File: config.mk
export PLATFORM = sky130hd
export DESIGN_NAME = hsrb_front
export DESIGN_NICKNAME = d
export VERILOG_FILES = /design/src/rtl/hsrb_pkg.sv /design/src/rtl/hsrb_front.sv
export SDC_FILE = /design/constraint.sdc
export NUM_CORES = 1
export LEC_CHECK = 0
export BUFFER_PORTS_ARGS = -buffer_cell sky130_fd_sc_hd__buf_2
export CAP_MARGIN = 5
export CORE_MARGIN = 2
export CORE_UTILIZATION = 45
export CTS_CLUSTER_DIAMETER = 200
export DETAILED_ROUTE_END_ITERATION = 6
export PLACE_DENSITY = 0.64
export SKIP_CTS_REPAIR_TIMING = 1
export SLEW_MARGIN = 20
export SYNTH_ARGS = -nofsm -noshare
export SYNTH_HDL_FRONTEND = slang
export SYNTH_SLANG_ARGS = --single-unit
File: constraint.sdc
create_clock -name clock -period 9.3 [get_ports clock]
set_input_delay 2.325 -clock clock [delete_from_list [all_inputs] [get_ports clock]]
set_output_delay 2.325 -clock clock [all_outputs]
set_load 0.01 [all_outputs]
File: src/rtl/hsrb_pkg.sv
// Shared types, constants and saturation helpers of the heat stencil row builder.
package hsrb_pkg;

   localparam int IDX_W          = 10;
   localparam int DATA_W         = 32;
   localparam int COEF_W         = 48;
   localparam int QUEUE_DEPTH    = 4;
   localparam int DEF_NODE_DEPTH = 1024;
   localparam int CSR_IDX_W      = 1;

   localparam logic [DATA_W-1:0] TIME_STEP_RESET = 32'd655;
   localparam logic [DATA_W-1:0] HOT_VALUE_RESET = 32'd6553600;

   localparam logic [CSR_IDX_W-1:0] CSR_TIME_STEP = 1'd0;
   localparam logic [CSR_IDX_W-1:0] CSR_HOT_VALUE = 1'd1;

   localparam logic REQ_LOAD  = 1'b0;
   localparam logic REQ_BUILD = 1'b1;

   localparam logic [1:0] LOAD_HOT  = 2'd0;
   localparam logic [1:0] LOAD_ZERO = 2'd1;
   localparam logic [1:0] LOAD_PREV = 2'd2;

   localparam logic signed [COEF_W-1:0] COEF_MAX = {1'b0, {(COEF_W-1){1'b1}}};
   localparam logic signed [COEF_W-1:0] COEF_MIN = {1'b1, {(COEF_W-1){1'b0}}};
   localparam logic signed [COEF_W-1:0] COEF_ONE = 48'sd65536;

   // One neighbor reference: absent flag and the index already wrapped to the table.
   typedef struct packed {
      logic             absent;
      logic [IDX_W-1:0] idx;
   } link_type;

   // One queued item as handed from the front to the back.
   typedef struct packed {
      logic              build;
      logic [IDX_W-1:0]  row;
      logic [IDX_W-1:0]  slot;
      logic [DATA_W-1:0] x;
      logic [DATA_W-1:0] y;
      logic [DATA_W-1:0] k;
      link_type [3:0]    link;
   } entry_type;

   function automatic logic signed [COEF_W:0] ext49(input logic signed [COEF_W-1:0] v);
      return {v[COEF_W-1], v};
   endfunction

   function automatic logic signed [COEF_W-1:0] sat48(input logic signed [COEF_W:0] v);
      if (v[COEF_W] != v[COEF_W-1]) begin
         return v[COEF_W] ? COEF_MIN : COEF_MAX;
      end
      return v[COEF_W-1:0];
   endfunction

endpackage

File: src/rtl/hsrb_front.sv
// Front end: accepts items, wraps node indices, flags absent neighbors and queues items.
module hsrb_front #(
   parameter int NODE_DEPTH = hsrb_pkg::DEF_NODE_DEPTH
) (
   input  logic                     clock,
   input  logic                     reset,
   input  logic                     start,
   output logic                     busy,
   input  logic                     req_type,
   input  logic [9:0]               req_node_index,
   input  logic signed [31:0]       req_pos_x,
   input  logic signed [31:0]       req_pos_y,
   input  logic [31:0]              req_conductivity,
   input  logic signed [10:0]       req_east_neighbor,
   input  logic signed [10:0]       req_north_neighbor,
   input  logic signed [10:0]       req_west_neighbor,
   input  logic signed [10:0]       req_south_neighbor,
   input  logic                     pop,
   output logic                     q_valid,
   output hsrb_pkg::entry_type      q_entry
);
   import hsrb_pkg::*;

   localparam int PTR_W = $clog2(QUEUE_DEPTH);
   localparam int CNT_W = PTR_W + 1;
   localparam bit WRAP = NODE_DEPTH < 1024;
   localparam logic [19:0] RECIP = 20'((1 << 20) / NODE_DEPTH);
   localparam logic [10:0] MODULUS = WRAP ? 11'(NODE_DEPTH) : 11'd1024;

   entry_type        queue_ff [QUEUE_DEPTH];
   logic [PTR_W-1:0] wr_ptr_ff;
   logic [PTR_W-1:0] rd_ptr_ff;
   logic [CNT_W-1:0] count_ff;
   logic             push;
   entry_type        new_entry;

   // Remainder by the table depth: reciprocal estimate, then one correction.
   function automatic logic [IDX_W-1:0] wrap_index(input logic [IDX_W-1:0] v);
      logic [29:0] prod;
      logic [9:0]  q;
      logic [20:0] qd;
      logic [10:0] r;
      prod = 30'(v) * 30'(RECIP);
      q    = prod[29:20];
      qd   = 21'(q) * 21'(MODULUS);
      r    = {1'b0, v} - qd[10:0];
      if (r >= MODULUS) begin
         r = r - MODULUS;
      end
      return WRAP ? r[IDX_W-1:0] : v;
   endfunction

   function automatic link_type make_link(input logic [10:0] f);
      link_type l;
      l.absent = f[10];
      l.idx    = wrap_index(f[9:0]);
      return l;
   endfunction

   assign busy    = (count_ff == CNT_W'(QUEUE_DEPTH));
   assign push    = start && !busy;
   assign q_valid = (count_ff != '0);
   assign q_entry = queue_ff[rd_ptr_ff];

   always_comb begin
      new_entry.build   = (req_type == REQ_BUILD);
      new_entry.row     = req_node_index;
      new_entry.slot    = wrap_index(req_node_index);
      new_entry.x       = req_pos_x;
      new_entry.y       = req_pos_y;
      new_entry.k       = req_conductivity;
      new_entry.link[0] = make_link(req_east_neighbor);
      new_entry.link[1] = make_link(req_north_neighbor);
      new_entry.link[2] = make_link(req_west_neighbor);
      new_entry.link[3] = make_link(req_south_neighbor);
   end

   always_ff @(posedge clock) begin
      if (push) begin
         queue_ff[wr_ptr_ff] <= new_entry;
      end
   end

   always_ff @(posedge clock) begin
      if (reset) begin
         wr_ptr_ff <= '0;
         rd_ptr_ff <= '0;
         count_ff  <= '0;
      end else begin
         if (push) begin
            wr_ptr_ff <= wr_ptr_ff + 1'b1;
         end
         if (pop) begin
            rd_ptr_ff <= rd_ptr_ff + 1'b1;
         end
         case ({push, pop})
            2'b10:   count_ff <= count_ff + 1'b1;
            2'b01:   count_ff <= count_ff - 1'b1;
            default: count_ff <= count_ff;
         endcase
      end
   end

endmodule

Yosys cells after proc, flatten, opt, wreduce, memory -nomap -nowiden. Memories as Yosys holds them, arrays and structs flattened. A register that Yosys moved wholly into a read port is not among the register bits. Cells that the tools add are included. W data, S select, Z words.

Eq/ne operators: 3. Reductions and logical operators: 4. Add/subtract/negate cells: 4. Muxes and demuxes: 5.

Operators with widths (count): $pmux W3 S2 (1); $add A2 B1 Y2 const B (2); $mux W2 (2); $add A3 B1 Y3 const B (1); $eq A3 B3 Y1 const B (1); $reduce_bool A3 Y1 (1); $sub A3 B1 Y3 const B (1); $eq A2 B1 Y1 const B (1); $eq A2 B2 Y1 const B (1); $mux W1 (2); $reduce_bool A2 Y1 (1); $logic_and A1 B1 Y1 (1); $logic_not A1 Y1 (1).

Memories: 1. Register bits after elaboration: 7. Word-level logic and storage cells: 20. Memory bits (writable): 644. Output and inout port bits: 163.

Memories: queue_ff (depth 4, width 161, read ports 1, clocked after Yosys merged registers in 1, write ports 1, RTL line hsrb_front.sv:30) `entry_type queue_ff [QUEUE_DEPTH];`.

Longest topological paths before layout.
Depth after elaboration: 5. Depth in mapped cells: 9. Mapped depth without buffers: 9.

Worst setup path before layout. OpenSTA, ideal clock, no wires.

Path kind: in2reg. Start point: input start. End point: memory queue_ff[0][0] (netlist bit) (enable). Arrival: 6109 ps. Setup slack: 2662 ps. Stages on the path: 3. Path buffers: 0. Cells stage by stage: inv_1 nor2_1 and2_1.

Longest elaborated chain between the ends: 3.

RTL lines: start, declared (RTL line hsrb_front.sv:7) `input logic start,`; $logic_and A1 B1 Y1 (RTL line hsrb_front.sv:61) `assign push = start && !busy;`; $mux W1 (RTL line hsrb_front.sv:79) `if (push) begin`; $mux W1 (implied by the code) (RTL line hsrb_front.sv:80) `queue_ff[wr_ptr_ff] <= new_entry;`; end, declared (RTL line hsrb_front.sv:30).

No other way between the ends.

==> impl_metrics.csv <==
group,metric,value,unit
critical_path,worstPathArrival,3.14,ns
route,finalWirelength,43.0,mm
pwr,powerDensity,238,nW/µm²
clock_tree,cts-root-buf,"clkbuf_16",
grt,grt_pass1_vias,10200,
clock_tree,cts_buffer_depth,3,
logic_synthesis,syn-instance-count,850,
route,first_pass_iters,7,
grt,grt_max_degree,103,
pwr,seqPwrFrac,0.519,
clock_tree,cts_made_buffers,60,
clock_tree,path_clk_slew,0.06,ns
die,coreArea,49000,µm²
timing,finalCritPeriodShare,0.588,
critical_path,cp-start-kind,"register",
timing,fmax,0.183,GHz
hold_path,hold_class,"register to register",
logic_synthesis,avgSynthCellArea,26.2,µm²
critical_path,path_cells,"buf_4 -> mux4_2 -> buf_2",
timing,min_period,5.47,ns
logic_synthesis,ys_seq_elements,613,
clock_tree,clk_latency,0.61,ns
critical_path,cp.depth,3,
placed_design,io_buffer_count,317,
route,drt-initial-drc-count,630,
finish,nNetsFinal,1357,
finish,fillCellCount,3769,
finish,multi_input_area,3660,µm²
clock_tree,clock-sinks,613,
logic_synthesis,synthTopCellsByArea,"edfxtp_1, mux4_2, dfxtp_1, buf_6, buf_2",
pwr,switching_share,0.224,
placed_design,dp_hpwl,25.4,mm
critical_path,r2r_slack,6.32,ns
critical_path,crit_buf_inv,2,
placed_design,place_area,24500,µm²
timing,hold_viol_final,0,
critical_path,rr_endpoint,"queue_ff[2][139]",
critical_path,end_kind,"output port",
die,start_util,0.456,
timing,clock_skew,0.00924,ns
critical_path,reg2reg_from,"count_ff[2]",
finish,seqCellArea,18300,µm²
critical_path,cp.required,6.98,ns
pwr,vdd_drop_max,169,µV
timing,tightest_slew,1.00,ns
timing,rsz0062_at_grt,"false",
pwr,power.share.clock,0.376,
logic_synthesis,synth.top_cell.area_share,0.813,
finish,area_delta_synth_final,18.7,%
clock_tree,cts_tree,"yes",
clock_tree,h-tree-depth,2,
timing,fin_tns_setup,0,ns
grt,antenna_found_initial,9,
finish,drive_gt1_frac,0.457,
grt,overflow,0,
pwr,leakage,0.00884,µW
run,maxCapViolCount,0,
die,die-area,51400,µm²
route,vias,10000,
pwr,combPwrFrac,0.104,
critical_path,endpoint,"q_entry[146]",
logic_synthesis,yosysWarnings,0,
route,via_per_inst,5.23,
logic_synthesis,syn-cell-area,22300,µm²
grt,grt_first_pass_wirelength,62.8,mm
die,dieWidth,227,µm
critical_path,cp_max_fo,60,
route,avgRoutedWirePerCell,22.5,µm
logic_synthesis,synth.yosys.seq_area_share,0.821,
critical_path,worstRegToRegCells,4,
finish,final_cells,1915,
status,outcome,"complete, no violations",
critical_path,max_stage_delay,0.98,ns
die,ioPinCount,318,
placed_design,gp_congestion,0.704,
critical_path,crit_type,"register to output port",
pwr,switchingPower,1410,µW
logic_synthesis,synth_area_leader_cell,"edfxtp_1",
placed_design,placedCellCount,1798,
route,ant_nets,0,
critical_path,crit_family,"flip-flops",
critical_path,cp_slowest_cell,"dfxtp_4",
logic_synthesis,synth_fp_nets,1011,
grt,grt_use_total,0.166,
timing,slew_viol_final,0,
route,drc,0,
pwr,p_int,4890,µW
finish,final_area,26500,µm²
logic_synthesis,synth_cell_types,21,
die,placementRows,81,
die,die_h,227,µm
timing,setup_viol,0,
timing,slew_headroom,0.331,
cell type report:
cell class                      instances  share of cell area
Antenna cell                            7            0.000662
Sequential cell                       613               0.692
Multi-Input combinational cell        185               0.138
Clock buffer                           73              0.0586
Tap cell                              664              0.0314
Inverter                                7            0.000992
Timing Repair Buffer                  329              0.0638
Clock inverter                         37              0.0143
synthesized netlist by cell type:
| cell type | n |
|---|---|
| a21oi_1 | 3 |
| and2_1 | 4 |
| buf_2 | 17 |
| buf_4 | 10 |
| buf_6 | 11 |
| clkbuf_1 | 7 |
| dfxtp_1 | 9 |
| edfxtp_1 | 604 |
| fa_1 | 1 |
| ha_1 | 5 |
| inv_1 | 7 |
| mux2i_1 | 1 |
| mux4_2 | 151 |
| nand2_1 | 1 |
| nand2b_1 | 2 |
| nor2_1 | 7 |
| nor3b_1 | 1 |
| o21ai_0 | 2 |
| or3_1 | 3 |
| xnor2_1 | 1 |
| xor2_1 | 3 |
placed cells by master (no fill, tap or decap), drive strengths merged, types with 4 or more instances in the layout:
cell type  Yosys  routed
bufinv         0       7
and2           4       4
buf           38     329
inv            7       9
mux4         151     151
edfxtp       604     604
diode          0       7
clkbuf         7      73
dfxtp          9       9
clkinv         0      28
nor2           7       7
ha             5       5
worst register-to-register path, stage by stage (launching register included):
cell and delay [ns]:
dfxtp_1 0.32, nor3b_1 0.17, nor2_1 0.38, and2_4 0.89, buf_4 0.82
kinds of logic after synthesis:
| logic type | after synthesis | synth area share |
|---|---|---|
| adder cells (fa/ha/maj) | 6 | 0.00370 |
| flip-flops | 613 | 0.821 |
| XOR/XNOR | 4 | 0.00157 |
| AND/OR/NAND/NOR | 18 | 0.00421 |
| buffers and inverters | 52 | 0.0151 |
| multiplexers | 152 | 0.153 |
| AO/OA/AOI/OAI | 5 | 0.00112 |
metrics by stage:
| step | power [µW] | setup slack [ns] | util | hold slack [ns] |
|---|---|---|---|---|
| floorplan | 3740 | 2.66 | - | 0.461 |
| global placement | 4000 | 4.36 | 0.501 | 0.477 |
| detailed placement | 4010 | 4.30 | 0.501 | 0.515 |
| CTS | 6390 | 3.70 | 0.541 | 0.522 |
| global route | 6530 | 3.65 | 0.541 | 0.549 |
| finish | 6300 | 3.83 | 0.541 | 0.519 |
power groups by stage:
stage	clock network, µW	logic, µW	registers [µW]
6_report	2370	657	3270
5_1_grt	2530	714	3290
4_1_cts	2430	679	3280
3_5_place_dp	0	676	3330
3_3_place_gp	0	672	3320
2_1_floorplan	0	413	3330
worst min-delay path by stage:
stage / startpoint / endpoint / slack [ns] / depth (start not counted)
after floorplan: count_ff[2] / count_ff[2] / 0.46 / 2
after global placement: count_ff[2] / count_ff[2] / 0.48 / 2
after detailed placement: count_ff[2] / count_ff[2] / 0.51 / 2
after CTS: count_ff[2] / count_ff[2] / 0.52 / 2
after global routing: count_ff[2] / count_ff[2] / 0.55 / 2
final: count_ff[2] / count_ff[2] / 0.52 / 2
per-layer routing:
layer / wire [µm] / track usage / share of wire
met1: 18100 / 0.227 / 0.42
met2: 20800 / 0.258 / 0.48
met3: 3310 / 0.0543 / 0.077
met4: 809 / 0.0471 / 0.019
met5: 72 / 0 / 0.0017
sequential cells by signal, summed over array words and instances (netlist names), named ones only:
signal,count
wr_ptr_ff,2
queue_ff,604
rd_ptr_ff,2
count_ff,3
(Power assumes the default switching activity.)
